==> src/rtl/telnet_line_discipline_core_defines.svh <==
// Assertion macros for the telnet line discipline core.
`ifndef TELNET_LINE_DISCIPLINE_CORE_DEFINES_SVH
`define TELNET_LINE_DISCIPLINE_CORE_DEFINES_SVH

// cond implies prop in the same cycle
`define TLD_ASSERT_IMPLY(label, cond, prop, msg) \
    label: assert property (@(posedge clk) disable iff (!rst_n) (cond) |-> (prop)) \
        else $error(msg);

// cond implies prop in the next cycle
`define TLD_ASSERT_NEXT(label, cond, prop, msg) \
    label: assert property (@(posedge clk) disable iff (!rst_n) (cond) |=> (prop)) \
        else $error(msg);

// cond never holds
`define TLD_ASSERT_NEVER(label, cond, msg) \
    label: assert property (@(posedge clk) disable iff (!rst_n) !(cond)) \
        else $error(msg);

`endif

==> src/rtl/tld_pkg.sv <==
// Shared types, constants and tables of the telnet line discipline core.
package tld_pkg;

    localparam int unsigned LINE_MAX   = 4096;
    localparam int          LEN_W      = 13;
    localparam int          STEP_W     = 4;
    localparam int          FIFO_DEPTH = 4;
    localparam int          FIFO_AW    = $clog2(FIFO_DEPTH);
    localparam int          FIFO_CW    = $clog2(FIFO_DEPTH + 1);

    localparam logic [7:0] B_IAC   = 8'd255;
    localparam logic [7:0] B_DO    = 8'd253;
    localparam logic [7:0] B_WILL  = 8'd251;
    localparam logic [7:0] B_SB    = 8'd250;
    localparam logic [7:0] B_SE    = 8'd240;
    localparam logic [7:0] B_DEL   = 8'h7f;
    localparam logic [7:0] B_NUL   = 8'd0;
    localparam logic [7:0] B_BS    = 8'd8;
    localparam logic [7:0] B_LF    = 8'd10;
    localparam logic [7:0] B_CR    = 8'd13;
    localparam logic [7:0] B_SPACE = 8'd32;
    localparam logic [7:0] B_STAR  = 8'h2a;
    localparam logic [7:0] OPT_ECHO = 8'd1;
    localparam logic [7:0] OPT_SGA  = 8'd3;

    typedef logic [LEN_W-1:0]  len_t;
    typedef logic [STEP_W-1:0] step_t;

    typedef enum logic [2:0] {
        JOB_NEG,
        JOB_PROMPT,
        JOB_ERASE,
        JOB_STORE,
        JOB_LINE
    } job_op_t;

    typedef enum logic [1:0] {
        KIND_SEND  = 2'd0,
        KIND_STORE = 2'd1,
        KIND_ERASE = 2'd2,
        KIND_LINE  = 2'd3
    } kind_t;

    typedef struct packed {
        job_op_t    op;
        logic       has_erase;
        logic [7:0] value;
        logic [7:0] echo;
        len_t       len;
    } job_t;

    typedef struct packed {
        logic empty;
        logic full;
    } fifo_stat_t;

    function automatic logic [7:0] neg_byte(input step_t idx);
        logic [7:0] b;
        case (idx)
            4'd0, 4'd3, 4'd6: b = B_IAC;
            4'd1:             b = B_DO;
            4'd4, 4'd7:       b = B_WILL;
            4'd2, 4'd5:       b = OPT_ECHO;
            4'd8:             b = OPT_SGA;
            default:          b = 8'd0;
        endcase
        return b;
    endfunction

    function automatic logic [7:0] prompt_byte(input step_t idx);
        logic [7:0] b;
        case (idx)
            4'd0:    b = "l";
            4'd1:    b = "o";
            4'd2:    b = "g";
            4'd3:    b = "i";
            4'd4:    b = "n";
            4'd5:    b = ":";
            default: b = 8'd0;
        endcase
        return b;
    endfunction

endpackage

==> src/rtl/tld_front.sv <==
// Front end: telnet command parser, line state and job issue.
module tld_front (
    input  logic              clk,
    input  logic              rst_n,
    input  logic              cfg_wr_en,
    input  logic              cfg_wr_data,
    input  logic              s_tvalid,
    output logic              s_tready,
    input  logic              s_tuser,
    input  logic [7:0]        s_tdata,
    input  tld_pkg::fifo_stat_t fifo_stat,
    output logic              push,
    output tld_pkg::job_t     push_job
);
    import tld_pkg::*;

    typedef enum logic [2:0] {
        PH_NORMAL,
        PH_VERB,
        PH_OPTION,
        PH_SB_BODY,
        PH_SB_IAC
    } phase_t;

    phase_t phase_reg, phase_next;
    logic   cr_reg, cr_next;
    logic   pend_reg, pend_next;
    len_t   count_reg, count_next;
    logic   mask_reg;
    logic   accept;
    logic [7:0] ch;

    assign s_tready = !fifo_stat.full;
    assign accept   = s_tvalid && !fifo_stat.full;
    assign ch       = s_tdata;

    always_comb
    begin
        phase_next = phase_reg;
        cr_next    = cr_reg;
        pend_next  = pend_reg;
        count_next = count_reg;
        push       = 1'b0;
        push_job   = '0;
        if (accept)
        begin
            if (s_tuser)
            begin
                phase_next   = PH_NORMAL;
                cr_next      = 1'b0;
                pend_next    = 1'b1;
                count_next   = '0;
                push         = 1'b1;
                push_job.op  = JOB_NEG;
                push_job.len = '0;
            end
            else
            begin
                unique case (phase_reg)
                    PH_VERB:
                    begin
                        phase_next = (ch == B_SB) ? PH_SB_BODY : PH_OPTION;
                    end
                    PH_OPTION:
                    begin
                        phase_next = PH_NORMAL;
                        if (pend_reg)
                        begin
                            pend_next    = 1'b0;
                            push         = 1'b1;
                            push_job.op  = JOB_PROMPT;
                            push_job.len = count_reg;
                        end
                    end
                    PH_SB_BODY:
                    begin
                        if (ch == B_IAC)
                            phase_next = PH_SB_IAC;
                    end
                    PH_SB_IAC:
                    begin
                        if (ch == B_SE)
                        begin
                            phase_next = PH_NORMAL;
                            if (pend_reg)
                            begin
                                pend_next    = 1'b0;
                                push         = 1'b1;
                                push_job.op  = JOB_PROMPT;
                                push_job.len = count_reg;
                            end
                        end
                        else if (ch != B_IAC)
                            phase_next = PH_SB_BODY;
                    end
                    default:
                    begin
                        // plain text
                        phase_next = PH_NORMAL;
                        if (ch == B_IAC)
                        begin
                            cr_next    = 1'b0;
                            phase_next = PH_VERB;
                        end
                        else
                        begin
                            cr_next = (ch == B_CR);
                            if (ch == B_NUL)
                            begin
                                if (cr_reg)
                                begin
                                    push         = 1'b1;
                                    push_job.op  = JOB_LINE;
                                    push_job.len = count_reg;
                                    count_next   = '0;
                                end
                            end
                            else if (ch == B_BS || ch == B_DEL)
                            begin
                                push               = 1'b1;
                                push_job.op        = JOB_ERASE;
                                push_job.has_erase = (count_reg != '0);
                                if (count_reg != '0)
                                    count_next = count_reg - len_t'(1);
                                push_job.len = count_next;
                            end
                            else if (ch == B_LF)
                            begin
                                push         = 1'b1;
                                push_job.op  = JOB_LINE;
                                push_job.len = count_reg;
                                count_next   = '0;
                            end
                            else if (ch != B_CR && count_reg < len_t'(LINE_MAX))
                            begin
                                count_next     = count_reg + len_t'(1);
                                push           = 1'b1;
                                push_job.op    = JOB_STORE;
                                push_job.value = ch;
                                push_job.echo  = mask_reg ? B_STAR : ch;
                                push_job.len   = count_next;
                            end
                        end
                    end
                endcase
            end
        end
    end

    always_ff @(posedge clk or negedge rst_n)
    begin
        if (!rst_n)
        begin
            phase_reg <= PH_NORMAL;
            cr_reg    <= 1'b0;
            pend_reg  <= 1'b0;
            count_reg <= '0;
            mask_reg  <= 1'b0;
        end
        else
        begin
            phase_reg <= phase_next;
            cr_reg    <= cr_next;
            pend_reg  <= pend_next;
            count_reg <= count_next;
            if (cfg_wr_en)
                mask_reg <= cfg_wr_data;
        end
    end

endmodule

==> src/rtl/tld_fifo.sv <==
// Job queue between the front end and the result sequencer.
module tld_fifo (
    input  logic                clk,
    input  logic                rst_n,
    input  logic                push,
    input  tld_pkg::job_t       push_job,
    input  logic                pop,
    output tld_pkg::job_t       head_job,
    output tld_pkg::fifo_stat_t fifo_stat
);
    import tld_pkg::*;

    job_t               mem [FIFO_DEPTH];
    logic [FIFO_AW-1:0] wptr_reg;
    logic [FIFO_AW-1:0] rptr_reg;
    logic [FIFO_CW-1:0] count_reg;
    logic               do_push;
    logic               do_pop;

    assign fifo_stat.empty = (count_reg == '0);
    assign fifo_stat.full  = (count_reg == FIFO_CW'(FIFO_DEPTH));
    assign do_push  = push && !fifo_stat.full;
    assign do_pop   = pop && !fifo_stat.empty;
    assign head_job = mem[rptr_reg];

    always_ff @(posedge clk)
    begin
        if (do_push)
            mem[wptr_reg] <= push_job;
    end

    always_ff @(posedge clk or negedge rst_n)
    begin
        if (!rst_n)
        begin
            wptr_reg  <= '0;
            rptr_reg  <= '0;
            count_reg <= '0;
        end
        else
        begin
            if (do_push)
                wptr_reg <= wptr_reg + FIFO_AW'(1);
            if (do_pop)
                rptr_reg <= rptr_reg + FIFO_AW'(1);
            if (do_push && !do_pop)
                count_reg <= count_reg + FIFO_CW'(1);
            else if (do_pop && !do_push)
                count_reg <= count_reg - FIFO_CW'(1);
        end
    end

endmodule

==> src/rtl/tld_back.sv <==
// Back end: expands jobs into result words, one per cycle unless m_tready stalls, behind an output register.
module tld_back (
    input  logic                clk,
    input  logic                rst_n,
    input  tld_pkg::fifo_stat_t fifo_stat,
    input  tld_pkg::job_t       head_job,
    output logic                pop,
    output logic                m_tvalid,
    input  logic                m_tready,
    output logic [23:0]         m_tdata,
    output logic [1:0]          m_tuser,
    output logic                m_tlast
);
    import tld_pkg::*;

    job_t       cur_reg;
    logic       cur_valid_reg;
    step_t      step_reg;
    logic       out_valid_reg;
    kind_t      out_kind_reg;
    logic [7:0] out_value_reg;
    len_t       out_len_reg;
    logic       out_last_reg;

    kind_t      res_kind;
    logic [7:0] res_value;
    len_t       res_len;
    logic       res_last;
    logic       out_free;
    logic       fire;

    always_comb
    begin
        res_kind  = KIND_SEND;
        res_value = 8'd0;
        res_len   = cur_reg.len;
        res_last  = 1'b0;
        case (cur_reg.op)
            JOB_NEG:
            begin
                res_value = neg_byte(step_reg);
                res_last  = (step_reg == step_t'(8));
            end
            JOB_PROMPT:
            begin
                res_value = prompt_byte(step_reg);
                res_last  = (step_reg == step_t'(5));
            end
            JOB_ERASE:
            begin
                if (step_reg == '0)
                    res_kind = KIND_ERASE;
                else if (step_reg == step_t'(2))
                    res_value = B_SPACE;
                else
                    res_value = B_BS;
                res_last = (step_reg == step_t'(3));
            end
            JOB_STORE:
            begin
                if (step_reg == '0)
                begin
                    res_kind  = KIND_STORE;
                    res_value = cur_reg.value;
                end
                else
                    res_value = cur_reg.echo;
                res_last = (step_reg == step_t'(1));
            end
            JOB_LINE:
            begin
                if (step_reg == '0)
                    res_value = B_LF;
                else
                begin
                    res_kind = KIND_LINE;
                    res_len  = '0;
                end
                res_last = (step_reg == step_t'(1));
            end
            default:
            begin
                res_last = 1'b1;
            end
        endcase
    end

    assign out_free = !out_valid_reg || m_tready;
    assign fire     = cur_valid_reg && out_free;
    assign pop      = !fifo_stat.empty && (!cur_valid_reg || (fire && res_last));

    always_ff @(posedge clk or negedge rst_n)
    begin
        if (!rst_n)
        begin
            cur_valid_reg <= 1'b0;
            step_reg      <= '0;
            out_valid_reg <= 1'b0;
        end
        else
        begin
            if (pop)
            begin
                cur_valid_reg <= 1'b1;
                step_reg      <= (head_job.op == JOB_ERASE && !head_job.has_erase)
                                 ? step_t'(1) : '0;
            end
            else if (fire && res_last)
                cur_valid_reg <= 1'b0;
            else if (fire)
                step_reg <= step_reg + step_t'(1);

            if (fire)
                out_valid_reg <= 1'b1;
            else if (m_tready)
                out_valid_reg <= 1'b0;
        end
    end

    always_ff @(posedge clk)
    begin
        if (pop)
            cur_reg <= head_job;
        if (fire)
        begin
            out_kind_reg  <= res_kind;
            out_value_reg <= res_value;
            out_len_reg   <= res_len;
            out_last_reg  <= res_last;
        end
    end

    assign m_tvalid = out_valid_reg;
    assign m_tdata  = {3'b000, out_len_reg, out_value_reg};
    assign m_tuser  = out_kind_reg;
    assign m_tlast  = out_last_reg;

endmodule

==> src/rtl/telnet_line_discipline_core.sv <==
// Top level of the telnet line discipline core.
//
//  channel  dir  handshake            payload
//  s_*      in   s_tvalid/s_tready    tuser: opcode; tdata: data_byte
//  m_*      out  m_tvalid/m_tready    tuser: kind; tdata: value, line_length; tlast: last
//  cfg_*    in   cfg_wr_en            cfg_wr_data: mask_echo
//
// The front end takes one byte per cycle while the 4-entry job queue has room.
// The back end sends one result word per cycle unless stalled; a byte yields
// 2 words for a stored character or a line end, 3 or 4 for an erase,
// 6 for the prompt, 9 for a session start. A stall on m_tready holds the output
// register and fills the queue. Reset is immediate, no clearing pass.
`include "telnet_line_discipline_core_defines.svh"

module telnet_line_discipline_core (
    input  logic        clk,
    input  logic        rst_n,
    input  logic        cfg_wr_en,
    input  logic        cfg_wr_data,  // mask_echo
    input  logic        s_tvalid,
    output logic        s_tready,
    input  logic [7:0]  s_tdata,      // [7:0] data_byte
    input  logic        s_tuser,      // [0] opcode
    output logic        m_tvalid,
    input  logic        m_tready,
    output logic [23:0] m_tdata,      // [7:0] value, [20:8] line_length, [23:21] zero
    output logic [1:0]  m_tuser,      // [1:0] kind
    output logic        m_tlast       // last word of this byte
);
    import tld_pkg::*;

    fifo_stat_t fifo_stat;
    logic       push;
    job_t       push_job;
    logic       pop;
    job_t       head_job;

    tld_front u_front (
        .clk        (clk),
        .rst_n      (rst_n),
        .cfg_wr_en  (cfg_wr_en),
        .cfg_wr_data(cfg_wr_data),
        .s_tvalid   (s_tvalid),
        .s_tready   (s_tready),
        .s_tuser    (s_tuser),
        .s_tdata    (s_tdata),
        .fifo_stat  (fifo_stat),
        .push       (push),
        .push_job   (push_job)
    );

    tld_fifo u_fifo (
        .clk      (clk),
        .rst_n    (rst_n),
        .push     (push),
        .push_job (push_job),
        .pop      (pop),
        .head_job (head_job),
        .fifo_stat(fifo_stat)
    );

    tld_back u_back (
        .clk      (clk),
        .rst_n    (rst_n),
        .fifo_stat(fifo_stat),
        .head_job (head_job),
        .pop      (pop),
        .m_tvalid (m_tvalid),
        .m_tready (m_tready),
        .m_tdata  (m_tdata),
        .m_tuser  (m_tuser),
        .m_tlast  (m_tlast)
    );

    `TLD_ASSERT_IMPLY(a_line_is_last, m_tvalid && m_tuser == KIND_LINE, m_tlast && m_tdata[20:8] == '0, "line complete word not final or nonzero length")
    `TLD_ASSERT_NEXT(a_session_queued, s_tvalid && s_tready && s_tuser, !fifo_stat.empty, "session start produced no job")
    `TLD_ASSERT_NEVER(a_fifo_stat, fifo_stat.empty && fifo_stat.full, "job queue both empty and full")
    `TLD_ASSERT_IMPLY(a_len_range, m_tvalid, m_tdata[20:8] <= 13'(LINE_MAX), "line length beyond capacity")

endmodule

==> config.mk <==
export PLATFORM = sky130hd
export DESIGN_NAME = telnet_line_discipline_core
export DESIGN_NICKNAME = d
export VERILOG_FILES = /design/src/rtl/tld_pkg.sv /design/src/rtl/tld_front.sv /design/src/rtl/tld_fifo.sv /design/src/rtl/tld_back.sv /design/src/rtl/telnet_line_discipline_core.sv
export VERILOG_INCLUDE_DIRS = /design/src /design/src/rtl
export SDC_FILE = /design/constraint.sdc
export NUM_CORES = 1
export LEC_CHECK = 0
export BUFFER_PORTS_ARGS = -buffer_cell sky130_fd_sc_hd__buf_2
export CORE_ASPECT_RATIO = 1.75
export CORE_MARGIN = 2
export CORE_UTILIZATION = 56
export DETAILED_ROUTE_END_ITERATION = 10
export PLACE_DENSITY = 0.76
export SLEW_MARGIN = 20
export SYNTH_ARGS = -nofsm -noshare
export SYNTH_HDL_FRONTEND = slang
export SYNTH_SLANG_ARGS = --single-unit
export TNS_END_PERCENT = 10
==> constraint.sdc <==
create_clock -name clk -period 3.5 [get_ports clk]
set_input_delay 0.525 -clock clk [delete_from_list [all_inputs] [get_ports clk]]
set_output_delay 0.525 -clock clk [all_outputs]
set_load 0.05 [all_outputs]
# ---- Word level (Yosys, flattened, before mapping)
# Memories as Yosys holds them, arrays and structs flattened.
# Cells that the tools add are included.
dict set report op_classes {
  n_addsub 7
  mul 0
  n_div 0
  magnitude_cmp 1
  n_eq_ne 32
  shift 0
  mux 85
  bitwise_logic 0
  n_reduce_logical 39
}
# op n
set ops {}
lappend ops {{$mux 13} 18}
lappend ops {{$mux 33} 2}
lappend ops {{$mux 17} 3}
lappend ops {{$pmux 7 s6} 1}
lappend ops {{$pmux 8 s5} 1}
lappend ops {{$pmux 13 s3} 1}
lappend ops {{$mux 3} 12}
lappend ops {{$mux 16} 2}
lappend ops {{$mux 29} 1}
lappend ops {{$mux 1} 27}
lappend ops {{$eq 8x4->1 const B} 3}
lappend ops {{$eq 8x8->1 const B} 3}
lappend ops {{$mux 8} 3}
lappend ops {{$mux 4} 4}
lappend ops {{$eq 3x2->1 const B} 5}
lappend ops {{$add 13x1->13 const B} 1}
lappend ops {{$lt 13x13->1 const B} 1}
lappend ops {{$reduce_bool 13->1} 1}
lappend ops {{$sub 13x1->13 const B} 1}
lappend ops {{$pmux 3 s4} 1}
lappend ops {{$logic_and 1x1->1} 10}
lappend ops {{$eq 3x3->1 const B} 3}
lappend ops {{$ne 3x2->1 const B} 3}
lappend ops {{$pmux 3 s3} 1}
lappend ops {{other kinds (34)} 56}
dict set report totals {
  register_bits 88
  latch_bits 0
  ramBits 132
  mem_bits_ro 128
  input_bits 15
  out_inout_bits 29
  elab_cells 185
  memories 2
}
# name depth word_bits rd rd_ports_with_merged_regs wr line
set memory_table {}
lappend memory_table {u_fifo.mem 4 33 1 0 1 tld_fifo.sv:13} ;# job_t mem [FIFO_DEPTH];
lappend memory_table {{(no name shown)} 16 8 1 0 0 tld_pkg.sv:59} ;# case (idx)

# ---- Logic depth before layout (Yosys ltp)
# Gate-level depths: netlist of run 1.
dict set report depth {
  ltp_word 15
  mapped_depth 15
  mapped_depth_nobuf 14
}

# ---- Cells and area by module
# A second synthesis of run 1 with hierarchy kept.
dict set report hier_totals {
  cells_unflattened 784
  area_unflattened_um2 10777.8
}
# module instances cells_each area_each_um2 seq_area_each_um2
set modules_own_cells {}
lappend modules_own_cells {tld_fifo 1 209 5242.5 4139.0}
lappend modules_own_cells {tld_back 1 203 2778.9 1831.8}
lappend modules_own_cells {tld_front 1 372 2756.4 475.5}

# ---- Least setup slack after synthesis of run 1
# Ideal clock, no wire load.
dict set report synth_path {
  kind {register -> register}
  from {register u_back.step_reg[0]}
  to {register u_fifo.count_reg[1]}
  setup_time_ps 125
  arrival_ps 3558
  t_required_ps 3375
  setup_slack_ps -182
  stages_incl_launch_ff 12
  n_path_buf 0
  period_less_slack_ps 3682
  path_cell_list {dfrtp_1 ha_1 or3b_2 a21oi_1 o32ai_1 a21oi_1 o21a_1 inv_1 ha_1 inv_1 fa_1 mux2_2}
}
dict set report synth_between {
  elab_chain_cells 9
  word_cells_on_any_way 14
  cone_classes {4 x eq/ne; 2 x mux; 8 x reduce/logical}
}
# item line
set synth_lines {}
lappend synth_lines {{from (decl)} tld_back.sv:18} ;# step_t step_reg;
lappend synth_lines {{from (signal assigned)} tld_back.sv:105} ;# step_reg <= (head_job.op == JOB_ERASE && !head_job.has_erase)
lappend synth_lines {{from (signal assigned)} tld_back.sv:111} ;# step_reg <= step_reg + step_t'(1);
lappend synth_lines {{$eq 4x1->1, or another cell as far along} {tld_back.sv:68, tld_back.sv:79}}
lappend synth_lines {{$pmux 1 s4 (*)} tld_back.sv:38} ;# case (cur_reg.op)
lappend synth_lines {{$logic_and 1x1->1 (*)} tld_back.sv:90} ;# assign pop = !fifo_stat.empty && (!cur_valid_reg || (fire && res_last));
lappend synth_lines {{$logic_or 1x1->1 (*)} tld_back.sv:90}
lappend synth_lines {{$logic_and 1x1->1 (*)} tld_back.sv:90}
lappend synth_lines {{named net pop} telnet_line_discipline_core.sv:35} ;# logic pop;
lappend synth_lines {{$logic_and 1x1->1 (*)} tld_fifo.sv:23} ;# assign do_pop = pop && !fifo_stat.empty;
lappend synth_lines {{$logic_not 1->1} tld_fifo.sv:46} ;# if (do_push && !do_pop)
lappend synth_lines {{$logic_and 1x1->1} tld_fifo.sv:46}
lappend synth_lines {{$mux 3 / $reduce_bool 2->1 (equally long branches)} --}
lappend synth_lines {{to (signal assigned)} tld_fifo.sv:47} ;# count_reg <= count_reg + FIFO_CW'(1);
lappend synth_lines {{to (signal assigned)} tld_fifo.sv:49} ;# count_reg <= count_reg - FIFO_CW'(1);
lappend synth_lines {{to (decl)} tld_fifo.sv:16} ;# logic [FIFO_CW-1:0] count_reg;
# The timed path passes the listed nets; every way through them passes the cells marked *.
# A chain may end at the register's enable or synchronous reset.

# ---- Worst setup path in the final report of run 1
# Ends and elaborated chain as after synthesis.

==> flow_summary_export.csv, run 1 <==
group,metric,value,unit
yosys,synth_area_leaders,"edfxtp_1 54%, dfrtp_1 7.6%, mux4_2 7.1%, nor2_1 1.8%, and2_1 1.8%",
detailed_routing,drt_pass1_iterations,6,
floorplan,die_height,185,um
global_route,antenna_found_initial,0,
place,io_buffers,40,
yosys,ys_warn_count,0,
yosys,yosysTopAreaCellShare,53.7,%
yosys,synth_top_area_cell,"edfxtp_1",
run,drv_cap,0,
hold_path,hold_class,"in -> async",
place,dpl_cell_area,11100,um2
place,gp_congestion,0.934,
yosys,ys_ff_latch,220,
final_layout,diodes,0,
timing,finalClockSkew,11.4,ps
global_route,grt_use_total,25.9,%
clock_network,cts_hold_buf,0,
detailed_routing,num_vias,7048,
critical_path,cp-end-kind,"flop",
clock_network,clk_latency,490,ps
power_and_ir_drop,vdd_drop_max,0.495,mV
clock_network,cts_sinks,220,
detailed_routing,routedWlPerCell,22.6,um
floorplan,die_area,19900,um2
power_and_ir_drop,p_per_area,822,nW/um2
final_layout,stdcell_count,1097,
timing,fmax,314,MHz
critical_path,worstSetupPathType,"reg -> reg",
clock_network,cts_max_level,1,
yosys,ys_types,82,
clock_network,clkTransAtPathRegs,70,ps
critical_path,reg2regPathDepth,12,
detailed_routing,drt-initial-drc-count,597,
yosys,synth_area,10500,um2
timing,hold_violations,0,
timing,worst_slew_pin_slew,879,ps
timing,setup_violations,0,
global_route,grt_start_max_net_pins,37,
place,preCtsSetupSlack,87.2,ps
final_layout,layout-drive-gt1-share,19.1,%
clock_network,cts-root-buf,"clkbuf_16",
timing,grt_setup_unrepaired,"false",
final_layout,final_area,11700,um2
yosys,synth_flop_cell,"edfxtp_1",
detailed_routing,wl,24800,um
timing,slew_viol_final,0,
global_route,gr-total-overflow,0,
clock_network,cts_made_buffers,20,
final_layout,layout.nets,874,
clock_network,cts.path.max_buffers,3,
timing,setup_slack,314,ps
detailed_routing,drc_errors,0,
final_layout,largest_register_ffs,132,
floorplan,core_region_area,18500,um2
place,place_hpwl,17600,um
place,post-place-cells,1061,
yosys,syn_inst,793,
final_layout,areaGrowthSynthToFinish,11.5,%
power_and_ir_drop,total_power,9.63,mW
floorplan,start_util,56.8,%
status,status,"completed",
yosys,seq_area_frac_synth,61.4,%
timing,final.setup.tns,0,ps
critical_path,cp.arrival,3550,ps
timing,min_period,3190,ps
global_route,grt_pass1_wl,39200,um
yosys,synth_edf_count,188,
detailed_routing,via_per_inst,6.42,
floorplan,io_pins,44,
power_and_ir_drop,leakagePower,4.24,nW
timing,max_slew_margin,41.4,%
critical_path,critical_path_required,3870,ps
clock_network,cts_tree,"done",
yosys,async_flop_share,14.5,%
final_layout,nFillCells,1413,
floorplan,rows,66,
yosys,syn_avg_cell_area,13.2,um2
critical_path,start_kind,"flop",
critical_path,crit_fanout,6,
global_route,grt_pass1_vias,7255,
timing,period_share,91.0,%
detailed_routing,ant_nets,0,
floorplan,die_x,108,um
-- cell families after synthesis --
family	after synthesis	synth area share, %
flops	220	61.4
other cells	1	0.0357
compound gates	180	11.6
fa+ha+maj	14	1.74
xor+xnor	14	1.17
simple gates	246	12.9
mux	47	8.47
buf+inv	71	2.72
-- layout by cell type, fill, tap and decap left out, types with 6 or more instances in the layout --
cell,instances
edfxtp_1,188
nor2_1,50
buf_2,40
nand2_1,38
a21oi_1,37
buf_4,36
mux4_2,33
o21ai_0,31
dfrtp_1,31
and2_1,30
inv_1,21
nand3_1,21
clkbuf_16,21
nand4_1,16
nor3_1,15
a31oi_1,14
or3_1,13
ha_1,13
mux2i_1,9
a21o_1,9
o211ai_1,8
o22ai_1,8
nor3b_1,8
xor2_1,8
nor4_1,7
o21ai_1,7
clkbuf_1,7
nand2b_1,6
a22oi_1,6
and3_1,6
xnor2_1,6
a211oi_1,6
-- cells in the mapped netlist, types with 4 or more instances --
master,number
mux2_2,4
and4_1,4
nor3_1,15
nand2b_1,6
o21a_1,6
clkbuf_1,37
a21o_1,9
o21ai_0,31
nand3b_1,4
o211ai_1,8
or3_1,13
nand3_1,21
inv_1,21
xnor2_1,6
a211oi_1,6
nor3b_1,8
buf_2,6
a22oi_1,6
nor2_1,51
a22o_1,5
a21oi_1,37
ha_1,13
and2_1,30
nor2b_1,5
mux4_2,33
nor4_1,7
mux2i_1,9
o221ai_1,5
and3_1,6
xor2_1,8
dfrtp_1,32
nor4b_1,4
nand2_1,38
a211o_1,4
o21ai_1,7
a31oi_1,14
edfxtp_1,188
nand4_1,16
o22ai_1,8
-- metrics by stage --
stage               hold slack (ps)  util [%]
CTS                             178      63.3
floorplan                       229         -
finish                          157      63.3
global placement                464      60.0
global route                    220      63.3
detailed placement              501      60.0
-- repair_timing --
action | in CTS | in global routing
endpoints found under the setup margin | 0 | 1
setup buffers | 0 | 0
resized for setup | 0 | 1
-- routing by layer --
layer / track usage (%) / wire length, um / vias to the layer above
met4: 13.9 / 1460 / 0
met1: 28.4 / 8700 / 3468
met5: 0 / 0 / -
li1: - / - / 3190
met3: 2.92 / 1080 / 98
met2: 48.1 / 13600 / 292
-- worst max-delay path, cell delays in order (launching register included) --
cell,delay [ps]
dfrtp_1,340
buf_4,140
ha_1,210
or3b_2,490
a21oi_1,210
o32ai_2,170
a21oi_1,270
o21a_2,210
inv_1,60
ha_1,220
inv_1,90
fa_1,390
mux2_2,270
-- path summary, 6_finish.rpt --
kind | startpoint | slack, ps | endpoint
max | u_back.step_reg[0]$_DFFE_PN0P_ | 310 | u_fifo.count_reg[1]$_DFFE_PN0P_
min | rst_n | 160 | u_front.count_reg[9]$_DFFE_PN0P_
max reg2reg | u_back.step_reg[0]$_DFFE_PN0P_ | 310 | u_fifo.count_reg[1]$_DFFE_PN0P_
min reg2reg | u_fifo.count_reg[2]$_DFFE_PN0P_ | 510 | u_fifo.count_reg[2]$_DFFE_PN0P_
max in group asynchronous | rst_n | 2740 | u_fifo.rptr_reg[0]$_DFFE_PN0P_
min in group clk | cfg_wr_data | 280 | u_front.mask_reg$_DFFE_PN0P_
-- power breakdown --
group / switching (mW) / leakage [nW] / internal [mW] / total (mW)
registers: 0.401 / 2.19 / 3.86 / 4.26
clock network: 0.881 / 0.287 / 1.11 / 1.99
logic: 2.10 / 1.76 / 1.28 / 3.38
total: 3.38 / 4.24 / 6.25 / 9.63
-- cell type report --
| type | count | area [um2] | share of cell area [%] |
|---|---|---|---|
| repair buffers | 77 | 490 | 4.19 |
| multi-input cells | 504 | 3790 | 32.4 |
| clock inverters | 8 | 47.5 | 0.406 |
| well taps | 238 | 298 | 2.54 |
| inverters | 22 | 82.6 | 0.705 |
| flip-flops and latches | 220 | 6450 | 55.1 |
| clock buffers | 28 | 552 | 4.71 |
Note: power is estimated with default switching activity, not from simulation.
==> inputs of run 2 (changes only) <==
BUFFER_PORTS_ARGS = unset   (was -buffer_cell sky130_fd_sc_hd__buf_2)
CORE_UTILIZATION = 28   (was 56)
DONT_BUFFER_PORTS = 1   (was unset)
PLACE_DENSITY = unset   (was 0.76)
==> flow_summary_export.csv, run 2 (synthesized netlist as in run 1, its figures left out) <==
group,metric,value,unit
floorplan,rows,93,
clock_network,postCtsSetupRepairBufs,0,
critical_path,crit_path_frequent_cell,"inv_1",
final_layout,mostFrequentLayoutCell,"edfxtp_1",
clock_network,cts_made_buffers,20,
run,drv_cap,0,
clock_network,clk_latency,500,ps
floorplan,start_util,28.5,%
clock_network,cts_sinks,220,
critical_path,cpPeakStageDelay,450,ps
detailed_routing,wl,26000,um
detailed_routing,num_vias,6752,
final_layout,areaGrowthSynthToFinish,13.7,%
power_and_ir_drop,p_per_area,824,nW/um2
critical_path,start_kind,"flop",
critical_path,crit_fanout,7,
global_route,gr-total-overflow,0,
critical_path,crit_path_cell_trace,"inv_1 > ha_1 > nand2b_1 > nor3_1 > o32ai_2 > a21oi_1 > o21a_2 > inv_1 > ha_1 > inv_1 > fa_1 > xor2_1 > nor2_1 > xor2_1",
hold_path,hold_class,"in -> reg",
place,gp_congestion,0.897,
timing,setup_violations,0,
critical_path,critical_path_required,3920,ps
power_and_ir_drop,total_power,9.85,mW
timing,slew_viol_final,0,
power_and_ir_drop,leakagePower,4.16,nW
clock_network,cts_max_level,1,
clock_network,clkTransAtPathRegs,60,ps
clock_network,cts-root-buf,"clkbuf_16",
timing,hold_violations,0,
place,io_buffers,0,
global_route,grt_use_total,13.3,%
critical_path,worstSetupPathType,"reg -> reg",
detailed_routing,via_per_inst,5.20,
global_route,grt_pass1_vias,6942,
power_and_ir_drop,vdd_drop_max,0.321,mV
detailed_routing,ant_nets,0,
floorplan,die_height,260,um
timing,final.setup.tns,0,ps
final_layout,diodes,0,
final_layout,utilization,32.4,%
critical_path,cp.arrival,3470,ps
critical_path,slowest_stage,"dfrtp_1",
timing,grt_setup_unrepaired,"false",
critical_path,cp-end-kind,"flop",
timing,finalClockSkew,15.3,ps
timing,max_slew_margin,47.9,%
timing,min_period,3050,ps
timing,period_share,87.1,%
floorplan,core_region_area,36900,um2
clock_network,cts_tree,"done",
floorplan,die_area,39100,um2
floorplan,die_x,150,um
timing,fmax,328,MHz
final_layout,largest_register_ffs,132,
timing,worst_slew_pin_slew,782,ps
global_route,grt_pass1_wl,39700,um
detailed_routing,drt-initial-drc-count,391,
final_layout,layout.nets,838,
detailed_routing,drc_errors,0,
detailed_routing,routedWlPerCell,20.0,um
place,place_hpwl,18800,um
final_layout,mostFrequentLayoutCells,"188 x edfxtp_1, 50 x nor2_1, 39 x buf_4, 38 x nand2_1, 37 x a21oi_1",
global_route,antenna_found_initial,0,
detailed_routing,drt_pass1_iterations,5,
final_layout,layout-drive-gt1-share,15.7,%
status,status,"completed",
clock_network,cts.path.max_buffers,3,
floorplan,io_pins,44,
global_route,grt_start_max_net_pins,37,
run 2: cell type report:
type	count	area (um2)
Multi-Input combinational cell	504	3790
Clock buffer	29	586
Fill cell	3576	24900
Sequential cell	220	6450
Clock inverter	7	120
Tap cell	475	594
Inverter	22	82.6
Timing Repair Buffer	41	323
run 2: worst paths after layout:
| kind | from | to | slack, ps | cells past startpoint |
|---|---|---|---|---|
| worst min register to register | u_fifo.count_reg[2]$_DFFE_PN0P_ | u_fifo.count_reg[2]$_DFFE_PN0P_ | 480 | 1 |
| worst min-delay path | s_tuser | u_front.phase_reg[2]$_DFFE_PN0P_ | 130 | 1 |
| worst max register to register | u_back.step_reg[0]$_DFFE_PN0P_ | u_fifo.count_reg[2]$_DFFE_PN0P_ | 450 | 14 |
| worst max-delay path | u_back.step_reg[0]$_DFFE_PN0P_ | u_fifo.count_reg[2]$_DFFE_PN0P_ | 450 | 14 |
| max in group asynchronous | rst_n | u_fifo.rptr_reg[0]$_DFFE_PN0P_ | 2720 | 2 |
| min in group asynchronous | rst_n | u_back.step_reg[1]$_DFFE_PN0P_ | 560 | 2 |
run 2: timing repair:
action | 4_1_cts | 5_1_grt
gates resized for setup | 0 | 1
endpoints found under the hold margin | 32 | 0
setup endpoints to repair | 0 | 1
hold buffers | 2 | 0
run 2: metal layers:
metal  GRT usage (%)  vias to the layer above  part of all wire [%]
met2            26.0                      173                    57
li1                -                     3144                     -
met1            13.1                     3381                    35
met4            7.21                        0                   4.6
met5               0                        -                     0
met3            1.68                       54                   3.6
run 2: critical path: cells and delay by family, from the launching register on:
kind | cells | cell delay, ps
adder cells (fa/ha/maj) | 3 | 830
AO/OA/AOI/OAI | 3 | 790
flip-flops | 1 | 450
XOR/XNOR | 2 | 330
buffers and inverters | 3 | 280
AND/OR/NAND/NOR | 3 | 270
run 2: through the flow:
step | setup slack, ps | hold slack [ps] | instance area, um2 | std cells
6_report | 452 | 126 | 11900 | 1298
5_1_grt | 189 | 106 | 11900 | 1298
4_1_cts | 218 | 101 | 11900 | 1298
3_5_place_dp | 230 | 233 | 11200 | 1260
3_3_place_gp | 306 | 233 | 11200 | 1260
2_1_floorplan | 125 | 229 | 10500 | 795
run 2: report_power, final:
part | switching [mW] | total [mW] | internal [mW]
clock network | 0.949 | 2.34 | 1.39
logic | 1.66 | 2.85 | 1.19
registers | 0.778 | 4.65 | 3.87
total | 3.39 | 9.85 | 6.46
